$ cat config.mk
export PLATFORM = sky130hd
export DESIGN_NAME = radial_spotlight_luma
export DESIGN_NICKNAME = d
export VERILOG_FILES = /design/src/hw/rtl/rsl_pkg.sv /design/src/hw/rtl/rsl_sqrt_cell.sv /design/src/hw/rtl/rsl_scale.sv /design/src/hw/rtl/rsl_out_buf.sv /design/src/hw/rtl/radial_spotlight_luma.sv
export VERILOG_INCLUDE_DIRS = /design/src /design/src/hw/rtl
export SDC_FILE = /design/constraint.sdc
export NUM_CORES = 2
export LEC_CHECK = 0
export ABC_AREA = 1
export BUFFER_PORTS_ARGS = -buffer_cell sky130_fd_sc_hd__buf_2
export CORE_ASPECT_RATIO = 0.75
export CORE_MARGIN = 2
export CORE_UTILIZATION = 23
export DETAILED_ROUTE_END_ITERATION = 7
export PLACE_DENSITY = 0.4
export SLEW_MARGIN = 10
export SYNTH_ARGS = -nofsm -noshare
export SYNTH_HDL_FRONTEND = slang
export SYNTH_SLANG_ARGS = --single-unit
$ cat constraint.sdc
create_clock -name clk -period 35.9 [get_ports clk]
set_input_delay 5.385 -clock clk [delete_from_list [all_inputs] [get_ports clk]]
set_output_delay 5.385 -clock clk [all_outputs]
set_load 0.05 [all_outputs]
$ cat src/hw/rtl/radial_spotlight_luma_assert.svh
// Assertion macros for the radial spotlight RTL.
// No dependencies; include by bare file name where assertions are written.
`ifndef RADIAL_SPOTLIGHT_LUMA_ASSERT_SVH
`define RADIAL_SPOTLIGHT_LUMA_ASSERT_SVH

// Same-cycle implication, disabled while reset is asserted
`define RSL_ASSERT_IMPL(lbl, clk_s, rstn_s, pre, post, msg) \
    lbl: assert property (@(posedge clk_s) disable iff (!rstn_s) (pre) |-> (post)) \
        else $error(msg);

// Next-cycle implication, disabled while reset is asserted
`define RSL_ASSERT_NEXT(lbl, clk_s, rstn_s, pre, post, msg) \
    lbl: assert property (@(posedge clk_s) disable iff (!rstn_s) (pre) |=> (post)) \
        else $error(msg);

`endif

$ cat src/hw/rtl/rsl_pkg.sv
// Shared constants and types for the radial spotlight luma block.
// No dependencies; imported by every module of the block.
`timescale 1ns / 1ps

package rsl_pkg;

    // Width of the signed center registers
    localparam int CENTER_BITS  = 13;
    // Fraction bits kept on the distance
    localparam int DIST_FRAC    = 8;
    // Width of the configuration register index
    localparam int CFG_IDX_BITS = 1;

    typedef enum logic [CFG_IDX_BITS-1:0] {
        CFG_CENTER_COL = 1'b0,
        CFG_CENTER_ROW = 1'b1
    } cfg_idx_t;

    // Control that travels with each beat through the root chain
    typedef struct packed {
        logic vld;
        logic in_radius;
    } rsl_ctl_t;

endpackage

$ cat src/hw/rtl/rsl_sqrt_cell.sv
// One cell of the square root chain: resolves one root bit per beat.
// Depends on rsl_pkg for the control struct.
`timescale 1ns / 1ps

module rsl_sqrt_cell #(
    parameter int NQ        = 16,
    parameter int LUMA_BITS = 16,
    localparam int TW       = NQ + 3,
    localparam int OPW      = 2 * NQ
) (
    input  logic                  clk,
    input  logic                  rst_n,
    input  logic                  en,
    input  rsl_pkg::rsl_ctl_t     ctl_in,
    input  logic [TW-1:0]         rem_in,
    input  logic [NQ-1:0]         root_in,
    input  logic [OPW-1:0]        op_in,
    input  logic [LUMA_BITS-1:0]  luma_in,
    output rsl_pkg::rsl_ctl_t     ctl_out,
    output logic [TW-1:0]         rem_out,
    output logic [NQ-1:0]         root_out,
    output logic [OPW-1:0]        op_out,
    output logic [LUMA_BITS-1:0]  luma_out
);
    import rsl_pkg::*;

    rsl_ctl_t             ctl_reg;
    logic [TW-1:0]        rem_reg;
    logic [TW-1:0]        rem_next;
    logic [NQ-1:0]        root_reg;
    logic [NQ-1:0]        root_next;
    logic [OPW-1:0]       op_reg;
    logic [LUMA_BITS-1:0] luma_reg;
    logic [TW-1:0]        rem_sh;
    logic [TW-1:0]        trial;
    logic                 ge;

    // Bring down the next two operand bits and try root bit one
    always_comb
    begin
        rem_sh    = {rem_in[TW-3:0], op_in[OPW-1 -: 2]};
        trial     = {1'b0, root_in, 2'b01};
        ge        = (rem_sh >= trial);
        rem_next  = ge ? (rem_sh - trial) : rem_sh;
        root_next = {root_in[NQ-2:0], ge};
    end

    // Advance control
    always_ff @(posedge clk or negedge rst_n)
    begin
        if (!rst_n)
        begin
            ctl_reg <= '0;
        end
        else if (en)
        begin
            ctl_reg <= ctl_in;
        end
    end

    // Advance payload
    always_ff @(posedge clk)
    begin
        if (en)
        begin
            rem_reg  <= rem_next;
            root_reg <= root_next;
            op_reg   <= {op_in[OPW-3:0], 2'b00};
            luma_reg <= luma_in;
        end
    end

    assign ctl_out  = ctl_reg;
    assign rem_out  = rem_reg;
    assign root_out = root_reg;
    assign op_out   = op_reg;
    assign luma_out = luma_reg;

endmodule

$ cat src/hw/rtl/rsl_scale.sv
// Scales luminance by the linear falloff factor: multiply, then divide by a
// constant through a reciprocal with one correction step. Depends on rsl_pkg.
`timescale 1ns / 1ps

module rsl_scale #(
    parameter int LUMA_BITS   = 16,
    parameter int SPOT_RADIUS = 200,
    localparam int NQ         = $clog2((SPOT_RADIUS << rsl_pkg::DIST_FRAC) + 1)
) (
    input  logic                  clk,
    input  logic                  rst_n,
    input  logic                  en,
    input  rsl_pkg::rsl_ctl_t     ctl_in,
    input  logic [NQ-1:0]         dq,
    input  logic [LUMA_BITS-1:0]  luma_in,
    output logic                  res_vld,
    output logic [LUMA_BITS-1:0]  res
);
    import rsl_pkg::*;

    localparam int FULL = SPOT_RADIUS << DIST_FRAC;
    localparam int PW   = LUMA_BITS + NQ;
    localparam int QW   = PW - DIST_FRAC;
    localparam longint unsigned RECIP = (longint'(1) << QW) / SPOT_RADIUS;
    localparam int RCW  = $clog2(RECIP + 1);
    localparam int RBW  = $clog2(SPOT_RADIUS + 1);
    localparam logic [RCW-1:0] RECIP_V  = RCW'(RECIP);
    localparam logic [RBW-1:0] RADIUS_V = RBW'(SPOT_RADIUS);

    logic                     vld_a_reg;
    logic                     vld_b_reg;
    logic                     vld_c_reg;
    logic                     vld_d_reg;
    logic [NQ-1:0]            fac;
    logic [PW-1:0]            prod_next;
    logic [PW-1:0]            prod_reg;
    logic [QW-1:0]            q_b;
    logic [QW+RCW-1:0]        recip_prod;
    logic [QW-1:0]            q_b_reg;
    logic [LUMA_BITS-1:0]     est_b_reg;
    logic [QW-1:0]            q_c_reg;
    logic [LUMA_BITS-1:0]     est_c_reg;
    logic [LUMA_BITS+RBW-1:0] estr_next;
    logic [LUMA_BITS+RBW-1:0] estr_reg;
    logic [QW-1:0]            rem_c;
    logic [LUMA_BITS-1:0]     res_next;
    logic [LUMA_BITS-1:0]     res_reg;

    // Form the factor, zero beyond the radius, and the product
    always_comb
    begin
        fac       = ctl_in.in_radius ? (NQ'(FULL) - dq) : '0;
        prod_next = {{NQ{1'b0}}, luma_in} * {{LUMA_BITS{1'b0}}, fac};
    end

    // Estimate the quotient by the reciprocal; low by at most one
    always_comb
    begin
        q_b        = prod_reg[PW-1:DIST_FRAC];
        recip_prod = {{RCW{1'b0}}, q_b} * {{QW{1'b0}}, RECIP_V};
        estr_next  = {{RBW{1'b0}}, est_b_reg} * {{LUMA_BITS{1'b0}}, RADIUS_V};
    end

    // Correct the estimate from the remainder
    always_comb
    begin
        rem_c    = q_c_reg - QW'(estr_reg);
        res_next = (rem_c >= QW'(SPOT_RADIUS)) ? (est_c_reg + 1'b1) : est_c_reg;
    end

    // Advance stage valids
    always_ff @(posedge clk or negedge rst_n)
    begin
        if (!rst_n)
        begin
            vld_a_reg <= 1'b0;
            vld_b_reg <= 1'b0;
            vld_c_reg <= 1'b0;
            vld_d_reg <= 1'b0;
        end
        else if (en)
        begin
            vld_a_reg <= ctl_in.vld;
            vld_b_reg <= vld_a_reg;
            vld_c_reg <= vld_b_reg;
            vld_d_reg <= vld_c_reg;
        end
    end

    // Advance stage payload
    always_ff @(posedge clk)
    begin
        if (en)
        begin
            prod_reg  <= prod_next;
            q_b_reg   <= q_b;
            est_b_reg <= recip_prod[QW +: LUMA_BITS];
            q_c_reg   <= q_b_reg;
            est_c_reg <= est_b_reg;
            estr_reg  <= estr_next;
            res_reg   <= res_next;
        end
    end

    assign res_vld = vld_d_reg;
    assign res     = res_reg;

endmodule

$ cat src/hw/rtl/rsl_out_buf.sv
// Output register with a one-beat skid stage; raises the pipeline advance.
// Depends on rsl_pkg and the assertion macro header.
`timescale 1ns / 1ps

`include "radial_spotlight_luma_assert.svh"

module rsl_out_buf #(
    parameter int LUMA_BITS = 16
) (
    input  logic                  clk,
    input  logic                  rst_n,
    input  logic                  d_vld,
    input  logic [LUMA_BITS-1:0]  d_data,
    output logic                  en,
    output logic                  out_valid,
    input  logic                  out_ready,
    output logic [LUMA_BITS-1:0]  luma_out
);
    import rsl_pkg::*;

    logic                 out_vld_reg;
    logic [LUMA_BITS-1:0] out_data_reg;
    logic                 skid_vld_reg;
    logic [LUMA_BITS-1:0] skid_data_reg;
    logic                 push;
    logic                 take;
    logic                 hold_push;
    logic                 drain_last;
    logic                 unload;

    // Pipeline moves only while the skid stage is empty
    assign en   = !skid_vld_reg;
    assign push = d_vld && !skid_vld_reg;
    assign take = out_vld_reg && out_ready;

    // Conditions watched by the checks below
    assign hold_push  = out_vld_reg && !out_ready && push;
    assign drain_last = take && !skid_vld_reg && !push;
    assign unload     = take && skid_vld_reg;

    // Update occupancy
    always_ff @(posedge clk or negedge rst_n)
    begin
        if (!rst_n)
        begin
            out_vld_reg  <= 1'b0;
            skid_vld_reg <= 1'b0;
        end
        else if (take)
        begin
            if (skid_vld_reg)
            begin
                skid_vld_reg <= 1'b0;
            end
            else
            begin
                out_vld_reg <= push;
            end
        end
        else if (!out_vld_reg)
        begin
            out_vld_reg <= push;
        end
        else if (push)
        begin
            skid_vld_reg <= 1'b1;
        end
    end

    // Move payload
    always_ff @(posedge clk)
    begin
        if (take && skid_vld_reg)
        begin
            out_data_reg <= skid_data_reg;
        end
        else if (take || !out_vld_reg)
        begin
            out_data_reg <= d_data;
        end
        else if (push)
        begin
            skid_data_reg <= d_data;
        end
    end

    assign out_valid = out_vld_reg;
    assign luma_out  = out_data_reg;

    `RSL_ASSERT_IMPL(a_skid_needs_out, clk, rst_n, skid_vld_reg, out_vld_reg, "orphan skid beat")
    `RSL_ASSERT_NEXT(a_stall_fills_skid, clk, rst_n, hold_push, skid_vld_reg, "stalled beat lost")
    `RSL_ASSERT_NEXT(a_drain_empties, clk, rst_n, drain_last, !out_vld_reg, "output still valid")
    `RSL_ASSERT_NEXT(a_skid_up, clk, rst_n, unload, out_vld_reg && !skid_vld_reg, "skid not moved")

endmodule

$ cat src/hw/rtl/radial_spotlight_luma.sv
// Radial spotlight: one luma beat in per cycle while in_ready is high, one
// dimmed luma beat out per input beat. Each result passes the front stages, the
// NQ cells of the square root chain and the scale stages, where NQ =
// clog2(256 * SPOT_RADIUS + 1), one root bit per cell. Downstream stalls are
// absorbed by a one-beat skid stage; in_ready falls only while that stage is
// full. The user must write the center registers through cfg_we / cfg_index /
// cfg_data only while idle; the block itself does not enforce it.
`timescale 1ns / 1ps

module radial_spotlight_luma #(
    parameter int COORD_BITS  = 12,
    parameter int LUMA_BITS   = 16,
    parameter int SPOT_RADIUS = 200
) (
    input  logic                                clk,
    input  logic                                rst_n,
    input  logic                                cfg_we,
    input  logic [rsl_pkg::CFG_IDX_BITS-1:0]    cfg_index,
    input  logic [rsl_pkg::CENTER_BITS-1:0]     cfg_data,
    input  logic                                in_valid,
    output logic                                in_ready,
    input  logic [COORD_BITS-1:0]               pixel_col,
    input  logic [COORD_BITS-1:0]               pixel_row,
    input  logic [LUMA_BITS-1:0]                luma_in,
    output logic                                out_valid,
    input  logic                                out_ready,
    output logic [LUMA_BITS-1:0]                luma_out
);
    import rsl_pkg::*;

    localparam int DXW  = ((COORD_BITS > CENTER_BITS - 1) ? COORD_BITS : CENTER_BITS - 1) + 1;
    localparam int SW   = DXW + 1;
    localparam int SQW  = 2 * DXW;
    localparam int SUMW = SQW + 1;
    localparam longint unsigned RSQ = longint'(SPOT_RADIUS) * SPOT_RADIUS;
    localparam int NQ   = $clog2((SPOT_RADIUS << DIST_FRAC) + 1);
    localparam int TW   = NQ + 3;
    localparam int OPW  = 2 * NQ;

    logic signed [CENTER_BITS-1:0] center_col_reg;
    logic signed [CENTER_BITS-1:0] center_row_reg;
    logic                          en;

    logic signed [SW-1:0] col_diff;
    logic signed [SW-1:0] row_diff;
    logic [SW-1:0]        col_mag;
    logic [SW-1:0]        row_mag;

    logic                 vld0_reg;
    logic [DXW-1:0]       dx_reg;
    logic [DXW-1:0]       dy_reg;
    logic [LUMA_BITS-1:0] luma0_reg;

    logic                 vld1_reg;
    logic [SQW-1:0]       sqx_reg;
    logic [SQW-1:0]       sqy_reg;
    logic [SQW-1:0]       sqx_next;
    logic [SQW-1:0]       sqy_next;
    logic [LUMA_BITS-1:0] luma1_reg;

    logic [SUMW-1:0]      sumsq;
    logic [SUMW+2*DIST_FRAC-1:0] op_wide;
    rsl_ctl_t             ctl2_reg;
    logic [OPW-1:0]       op_reg;
    logic [LUMA_BITS-1:0] luma2_reg;

    rsl_ctl_t             ctl_w  [0:NQ];
    logic [TW-1:0]        rem_w  [0:NQ];
    logic [NQ-1:0]        root_w [0:NQ];
    logic [OPW-1:0]       op_w   [0:NQ];
    logic [LUMA_BITS-1:0] luma_w [0:NQ];

    logic                 res_vld;
    logic [LUMA_BITS-1:0] res;

    // Write center registers
    always_ff @(posedge clk or negedge rst_n)
    begin
        if (!rst_n)
        begin
            center_col_reg <= '0;
            center_row_reg <= '0;
        end
        else if (cfg_we)
        begin
            case (cfg_idx_t'(cfg_index))
                CFG_CENTER_COL: center_col_reg <= cfg_data;
                CFG_CENTER_ROW: center_row_reg <= cfg_data;
                default: ;
            endcase
        end
    end

    assign in_ready = en;

    // Take absolute distances to the center
    always_comb
    begin
        col_diff = $signed({{(SW-COORD_BITS){1'b0}}, pixel_col})
                 - $signed({{(SW-CENTER_BITS){center_col_reg[CENTER_BITS-1]}}, center_col_reg});
        row_diff = $signed({{(SW-COORD_BITS){1'b0}}, pixel_row})
                 - $signed({{(SW-CENTER_BITS){center_row_reg[CENTER_BITS-1]}}, center_row_reg});
        col_mag  = col_diff[SW-1] ? (~col_diff + 1'b1) : col_diff;
        row_mag  = row_diff[SW-1] ? (~row_diff + 1'b1) : row_diff;
    end

    // Square each distance
    always_comb
    begin
        sqx_next = {{DXW{1'b0}}, dx_reg} * {{DXW{1'b0}}, dx_reg};
        sqy_next = {{DXW{1'b0}}, dy_reg} * {{DXW{1'b0}}, dy_reg};
    end

    // Sum squares and scale for the fraction bits of the root
    always_comb
    begin
        sumsq   = {1'b0, sqx_reg} + {1'b0, sqy_reg};
        op_wide = {sumsq, {(2*DIST_FRAC){1'b0}}};
    end

    // Advance front stage valids
    always_ff @(posedge clk or negedge rst_n)
    begin
        if (!rst_n)
        begin
            vld0_reg <= 1'b0;
            vld1_reg <= 1'b0;
            ctl2_reg <= '0;
        end
        else if (en)
        begin
            vld0_reg           <= in_valid;
            vld1_reg           <= vld0_reg;
            ctl2_reg.vld       <= vld1_reg;
            ctl2_reg.in_radius <= (sumsq <= SUMW'(RSQ));
        end
    end

    // Advance front stage payload
    always_ff @(posedge clk)
    begin
        if (en)
        begin
            dx_reg    <= col_mag[DXW-1:0];
            dy_reg    <= row_mag[DXW-1:0];
            luma0_reg <= luma_in;
            sqx_reg   <= sqx_next;
            sqy_reg   <= sqy_next;
            luma1_reg <= luma0_reg;
            op_reg    <= OPW'(op_wide);
            luma2_reg <= luma1_reg;
        end
    end

    // Feed the root chain
    assign ctl_w[0]  = ctl2_reg;
    assign rem_w[0]  = '0;
    assign root_w[0] = '0;
    assign op_w[0]   = op_reg;
    assign luma_w[0] = luma2_reg;

    // Chain of root cells, one root bit each
    for (genvar k = 0; k < NQ; k++)
    begin : g_cell
        rsl_sqrt_cell #(
            .NQ        (NQ),
            .LUMA_BITS (LUMA_BITS)
        ) u_cell (
            .clk      (clk),
            .rst_n    (rst_n),
            .en       (en),
            .ctl_in   (ctl_w[k]),
            .rem_in   (rem_w[k]),
            .root_in  (root_w[k]),
            .op_in    (op_w[k]),
            .luma_in  (luma_w[k]),
            .ctl_out  (ctl_w[k+1]),
            .rem_out  (rem_w[k+1]),
            .root_out (root_w[k+1]),
            .op_out   (op_w[k+1]),
            .luma_out (luma_w[k+1])
        );
    end

    // Apply the falloff
    rsl_scale #(
        .LUMA_BITS   (LUMA_BITS),
        .SPOT_RADIUS (SPOT_RADIUS)
    ) u_scale (
        .clk     (clk),
        .rst_n   (rst_n),
        .en      (en),
        .ctl_in  (ctl_w[NQ]),
        .dq      (root_w[NQ]),
        .luma_in (luma_w[NQ]),
        .res_vld (res_vld),
        .res     (res)
    );

    // Hold results for the consumer
    rsl_out_buf #(
        .LUMA_BITS (LUMA_BITS)
    ) u_out_buf (
        .clk       (clk),
        .rst_n     (rst_n),
        .d_vld     (res_vld),
        .d_data    (res),
        .en        (en),
        .out_valid (out_valid),
        .out_ready (out_ready),
        .luma_out  (luma_out)
    );

endmodule

# --- After elaboration in Yosys (flattened, before gate mapping) ---
# Index checks and enable logic that the tools add are counted.
word_totals:
  regBits: 1080
  out_inout_bits: 18
  input_bits: 59
op_classes:
  n_reduce_logical: 13
  mul: 5
  addsub: 23
  n_lt_le_gt_ge: 18
  n_mux: 27
  n_bitwise: 5
  eq_ne: 1
ops:
  columns: ["op", "n"]
  rows:
  - ["17-bit two-way mux", 14]
  - ["16-bit two-way mux", 4]
  - ["13-bit by 13-bit multiplier with 26-bit output", 2]
  - ["24-bit by 16-bit multiplier with 39-bit output, second input constant", 1]
  - ["16-bit by 16-bit multiplier with 32-bit output", 1]
  - ["13-bit by 13-bit subtractor with 14-bit output", 2]
  - ["26-bit by 26-bit adder with 27-bit output", 1]
  - ["27-bit by 16-bit <= comparator with 1-bit output, second input constant", 1]
  - ["13-bit by 1-bit adder with 13-bit output, second input constant", 2]
  - ["13-bit two-way mux", 2]
  - ["13-bit NOT", 2]
  - ["24-bit by 8-bit greater-or-equal comparator with 1-bit output, second input constant", 1]
  - ["24-bit subtractor", 1]
  - ["16-bit by 5-bit multiplier with 21-bit output, second input constant", 1]
  - ["19-bit by 10-bit greater-or-equal comparator with 1-bit output", 1]
  - ["19-bit by 11-bit greater-or-equal comparator with 1-bit output", 1]
  - ["19-bit by 12-bit greater-or-equal comparator with 1-bit output", 1]
  - ["19-bit by 13-bit greater-or-equal comparator with 1-bit output", 1]
  - ["19-bit by 14-bit greater-or-equal comparator with 1-bit output", 1]
  - ["19-bit by 15-bit greater-or-equal comparator with 1-bit output", 1]
  - ["19-bit by 16-bit greater-or-equal comparator with 1-bit output", 1]
  - ["19-bit by 17-bit greater-or-equal comparator with 1-bit output", 1]
  - ["19-bit by 3-bit greater-or-equal comparator with 1-bit output", 1]
  - ["19-bit by 4-bit greater-or-equal comparator with 1-bit output", 1]
  - ["33 further kinds", 47]

# --- Logic depth before layout (Yosys ltp) ---
depth:
  word_depth: 5
  depth_mapped: 40

# --- Cells and area by module ---
# From an unflattened synthesis, not the netlist that was laid out.
unflattened:
  cells_unflattened: 11520
  hier_area_um2: 111992.4
by_module_without_submodules:
  columns: ["module", "seq_area_each_um2", "cells_per_inst", "n_inst", "area_each_um2"]
  rows:
  - ["rsl_sqrt_cell", 2482.4, 397, 16, 4212.8]
  - ["rsl_scale", 4063.9, 2790, 1, 24347.1]
  - ["radial_spotlight_luma", 4954.8, 2277, 1, 18869.3]
  - ["rsl_out_buf", 1011.0, 101, 1, 1371.3]

# --- Worst setup path before layout ---
# OpenSTA, ideal clock, no wires.
synth_path:
  path_kind: "register to output"
  from: "register u_out_buf.skid_vld_reg"
  to: "output in_ready"
  stages_incl_launch_ff: 4
  path_slack_ns: 3.876
  n_path_buf: 2
  arrival_ns: 26.639
  cell_sequence: "dfrtp_1 > clkbuf_1 > inv_1 > buf_1"
synth_between:
  elab_chain_cells: 1
synth_rtl:
  columns: ["item", "line_no", "rtl"]
  rows:
  - ["start: declaration", "rsl_out_buf.sv:23", "logic skid_vld_reg;"]
  - ["start signal: assignment", "rsl_out_buf.sv:47", "skid_vld_reg <= 1'b0;"]
  - ["start signal: assignment", "rsl_out_buf.sv:53", "skid_vld_reg <= 1'b0;"]
  - ["start signal: assignment", "rsl_out_buf.sv:66", "skid_vld_reg <= 1'b1;"]
  - ["1-bit zero test", "rsl_out_buf.sv:32", "assign en = !skid_vld_reg;"]
  - ["end: declaration", "radial_spotlight_luma.sv:21", "output logic in_ready,"]
# Every way passes these cells.

# --- Worst setup path in the final report ---
layout_path:
  from: "register g_cell[15].u_cell.root_reg[0]"
  to: "register u_scale.prod_reg[23] (data pin)"
layout_between:
  elab_chain_cells: 3
layout_rtl:
  columns: ["item", "line_no", "rtl"]
  rows:
  - ["start: declaration", "rsl_sqrt_cell.sv:30", "logic [NQ-1:0] root_reg;"]
  - ["start signal: assignment", "rsl_sqrt_cell.sv:67", "root_reg <= root_next;"]
  - ["16-bit subtractor", "rsl_scale.sv:52", "fac = ctl_in.in_radius ? (NQ'(FULL) - dq) : '0;"]
  - ["16-bit two-way mux", "rsl_scale.sv:52", null]
  - ["16-bit by 16-bit multiplier with 32-bit output", "rsl_scale.sv:53", "prod_next = {{NQ{1'b0}}, luma_in} * {{LUMA_BITS{1'b0}}, fac};"]
  - ["named net u_scale.prod_next[23]", "rsl_scale.sv:35", "logic [PW-1:0] prod_next;"]
  - ["end signal: assignment", "rsl_scale.sv:95", "prod_reg <= prod_next;"]
  - ["end: declaration", "rsl_scale.sv:36", "logic [PW-1:0] prod_reg;"]
# The timed path passes the listed nets, and every way through them passes these cells.
# A chain may end at the register's enable or synchronous reset.

==> run_results.csv <==
group,metric,value,unit
yosys,synthArstFlopShare,0.0648,
clocking,post_cts_resized,0,
yosys,synth_ff_type,"edfxtp_1",
timing,tightest_slew,1040,ps
cells_and_area,drive_gt1_frac,0.0546,
worst_setup_path,slowest_delay,790,ps
worst_setup_path,cp_max_fo,11,
routing,ant_nets,0,
yosys,synthDistinctLibCells,61,
routing,drt_iter0_drc,2776,
timing,max_slew_margin,0.305,
hold_path,min_path_type,"reg2reg",
die,dieArea,325000,sq um
grt,grt_pass1_vias,49524,
routing,wl,174,mm
worst_setup_path,endpoint_kind,"register",
grt,grt.total_usage,0.108,
die,die_x,658,um
clocking,clock-sinks,1050,
cells_and_area,syn_to_final_growth,13.4,%
worst_setup_path,start_kind,"register",
routing,wl_met1,91.0,mm
clocking,cts-hold-fix-buffers,0,
worst_setup_path,required,36420,ps
grt,grt-ovfl-total,0,
grt,grt_first_pass_wirelength,279,mm
timing,finalClockSkew,45.1,ps
clocking,cts_buffer_depth,3,
cells_and_area,nFillCells,33898,
yosys,synthTopCellsByArea,"edfxtp_1 40%, fa_1 15%, ha_1 12%",
yosys,synth_edf_count,982,
cells_and_area,fin_nets,8667,
timing,hold_violations,0,
yosys,synth.avg_cell_area,10.2,sq um
yosys,yosysSeqAreaShare,0.423,
grt,grt_start_max_net_pins,177,
routing,highest_layer,"met4",
grt,antenna_found_initial,4,
yosys,yosysTopAreaCell,"edfxtp_1",
die,dieHeight,494,um
clocking,cts_tree,"built",
routing,viasPerCell,4.10,
die,core,320000,sq um
clocking,cts_root_buf,"clkbuf_16",
place,place_congestion,0.872,
yosys,synth_top_cells_by_count,"1423 x inv_1, 1269 x nand2_1, 982 x edfxtp_1",
yosys,yosys_warnings,0,
clocking,clk_latency,790,ps
yosys,ys_ff_latch,1050,
timing,finalSetupTns,0,ps
yosys,yosysMostFrequentCell,"inv_1",
worst_setup_path,crit_type,"reg2reg",
timing,fmax,0.128,GHz
cells_and_area,final_util,0.261,
timing,post-route-min-period,7790,ps
place,dp_hpwl,137,mm
clocking,clk_pin_slew,60,ps
die,ios,77,
clocking,cts-htree-levels,4,
routing,first_pass_iters,5,
routing,wl_met2,72.2,mm
yosys,netlist_instances,7204,
yosys,syn_area,73700,sq um
yosys,synth_top_area_frac,0.400,
timing,grt_setup_unrepaired,"false",
die,rows,180,
worst_setup_path,cp.arrival,8320,ps
run,cap_violations,0,
clocking,cts_buffers,132,
worst_setup_path,slowest_stage,"nor2_1",
routing,num_vias,48096,
timing,post-route-period-util,0.217,
routing,wl_per_cell,14.9,um
timing,setup_viol,0,
routing,drcViolationCount,0,
place,numPortBuffers,76,
yosys,syn_nets,8513,
run_status,status,"finished clean",
clocking,cts_setup_buffers,0,
die,start_util,0.231,
timing,maxSlewViolCount,0,
routing,wl_met3,7.69,mm
cells_and_area,largest_reg_flops,256,
routing by layer:
| metal | vias up | global-route usage |
|---|---|---|
| met4 | 0 | 0.0252 |
| li1 | 23770 | - |
| met1 | 23354 | 0.163 |
| met3 | 202 | 0.0190 |
| met2 | 770 | 0.158 |
| met5 | - | 0 |
stage by stage:
stage          hold slack [ps]  cell area (sq um)  setup WS (ps)  std cells
5_1_grt                    401              83600          27670      11737
3_3_place_gp               401              79400          27890      11501
4_1_cts                    397              83600          28150      11736
6_report                   390              83600          28110      11737
3_5_place_dp               405              79400          27910      11501
2_1_floorplan              400              73700           3880       7204
worst max-delay path, delay by kind of cell, from the launching register on:
kind | cells | cell delay, ps
buffers and inverters | 6 | 750
AOI/OAI and AO/OA | 1 | 440
and+or+nand+nor | 14 | 2430
adders and majority gates | 8 | 3500
DFF | 1 | 430
area by class of cell:
class                           count  area (sq um)  area share
Clock buffer                      170          3580      0.0428
Timing Repair Buffer              105           638     0.00763
Inverter                         1444          5430      0.0649
Multi-Input combinational cell   4625         36800       0.440
Antenna cell                        1          2.50   0.0000299
Sequential cell                  1050         31200       0.373
Tap cell                         4277          5350      0.0640
Clock inverter                     65           667     0.00797
logic make-up (layout without fill, tap and decap cells):
logic type | count (synthesis) | after routing | synth area share
AO/OA/AOI/OAI | 774 | 774 | 0.0580
AND/OR/NAND/NOR | 2265 | 2265 | 0.130
multiplexers | 20 | 20 | 0.00305
XOR/XNOR | 315 | 315 | 0.0374
buffers and inverters | 1529 | 1784 | 0.0783
adder cells (fa/ha/maj) | 1250 | 1250 | 0.270
flip-flops | 1050 | 1050 | 0.423
other | 1 | 2 | 0.0000509
path summary, 6_finish.rpt:
path	start	end	slack, ps	cells past startpoint
worst max-delay path	g_cell[15].u_cell.root_out[0]	u_scale.prod_reg[23]	28110	29
worst min-delay path	g_cell[13].u_cell.luma_out[4]	g_cell[14].u_cell.luma_out[4]	390	0
worst max register to register	g_cell[15].u_cell.root_out[0]	u_scale.prod_reg[23]	28110	29
worst min register to register	g_cell[13].u_cell.luma_out[4]	g_cell[14].u_cell.luma_out[4]	390	0
max in group asynchronous	rst_n	u_out_buf.skid_vld_reg	30230	2
min in group asynchronous	rst_n	center_row_reg[2]	4460	1
placed cells by master, fill, tap and decap left out, types with 7 or more instances in the layout:
| master | Yosys | layout |
|---|---|---|
| inv_2 | 12 | 12 |
| edfxtp_1 | 982 | 982 |
| nor3_1 | 66 | 66 |
| nand2_2 | 14 | 14 |
| nor2_1 | 474 | 474 |
| o21a_1 | 16 | 16 |
| buf_4 | 0 | 27 |
| o21ai_0 | 289 | 289 |
| ha_1 | 680 | 680 |
| nand3_1 | 235 | 235 |
| o21ai_1 | 15 | 15 |
| clkinv_1 | 9 | 33 |
| inv_1 | 1423 | 1422 |
| nor4_1 | 31 | 31 |
| a221oi_1 | 7 | 7 |
| clkbuf_16 | 0 | 136 |
| o211ai_1 | 12 | 12 |
| clkbuf_1 | 67 | 29 |
| mux2_2 | 20 | 20 |
| clkinv_2 | 0 | 14 |
| dfrtp_1 | 68 | 67 |
| nand2_1 | 1269 | 1269 |
| o21bai_1 | 27 | 27 |
| bufinv_16 | 0 | 7 |
| buf_2 | 13 | 75 |
| a21o_1 | 22 | 22 |
| a21oi_1 | 324 | 324 |
| fa_1 | 570 | 570 |
| nor2_2 | 22 | 22 |
| xnor2_1 | 120 | 120 |
| or2_2 | 15 | 15 |
| xor2_1 | 195 | 195 |
| nand3_2 | 9 | 9 |
| a31oi_1 | 21 | 21 |
| nand3b_1 | 23 | 23 |
| nand4_1 | 81 | 81 |
Power is left out: the tool's default activity adds up to more than one toggle a clock period on the data nets, which glitch-free logic cannot reach.
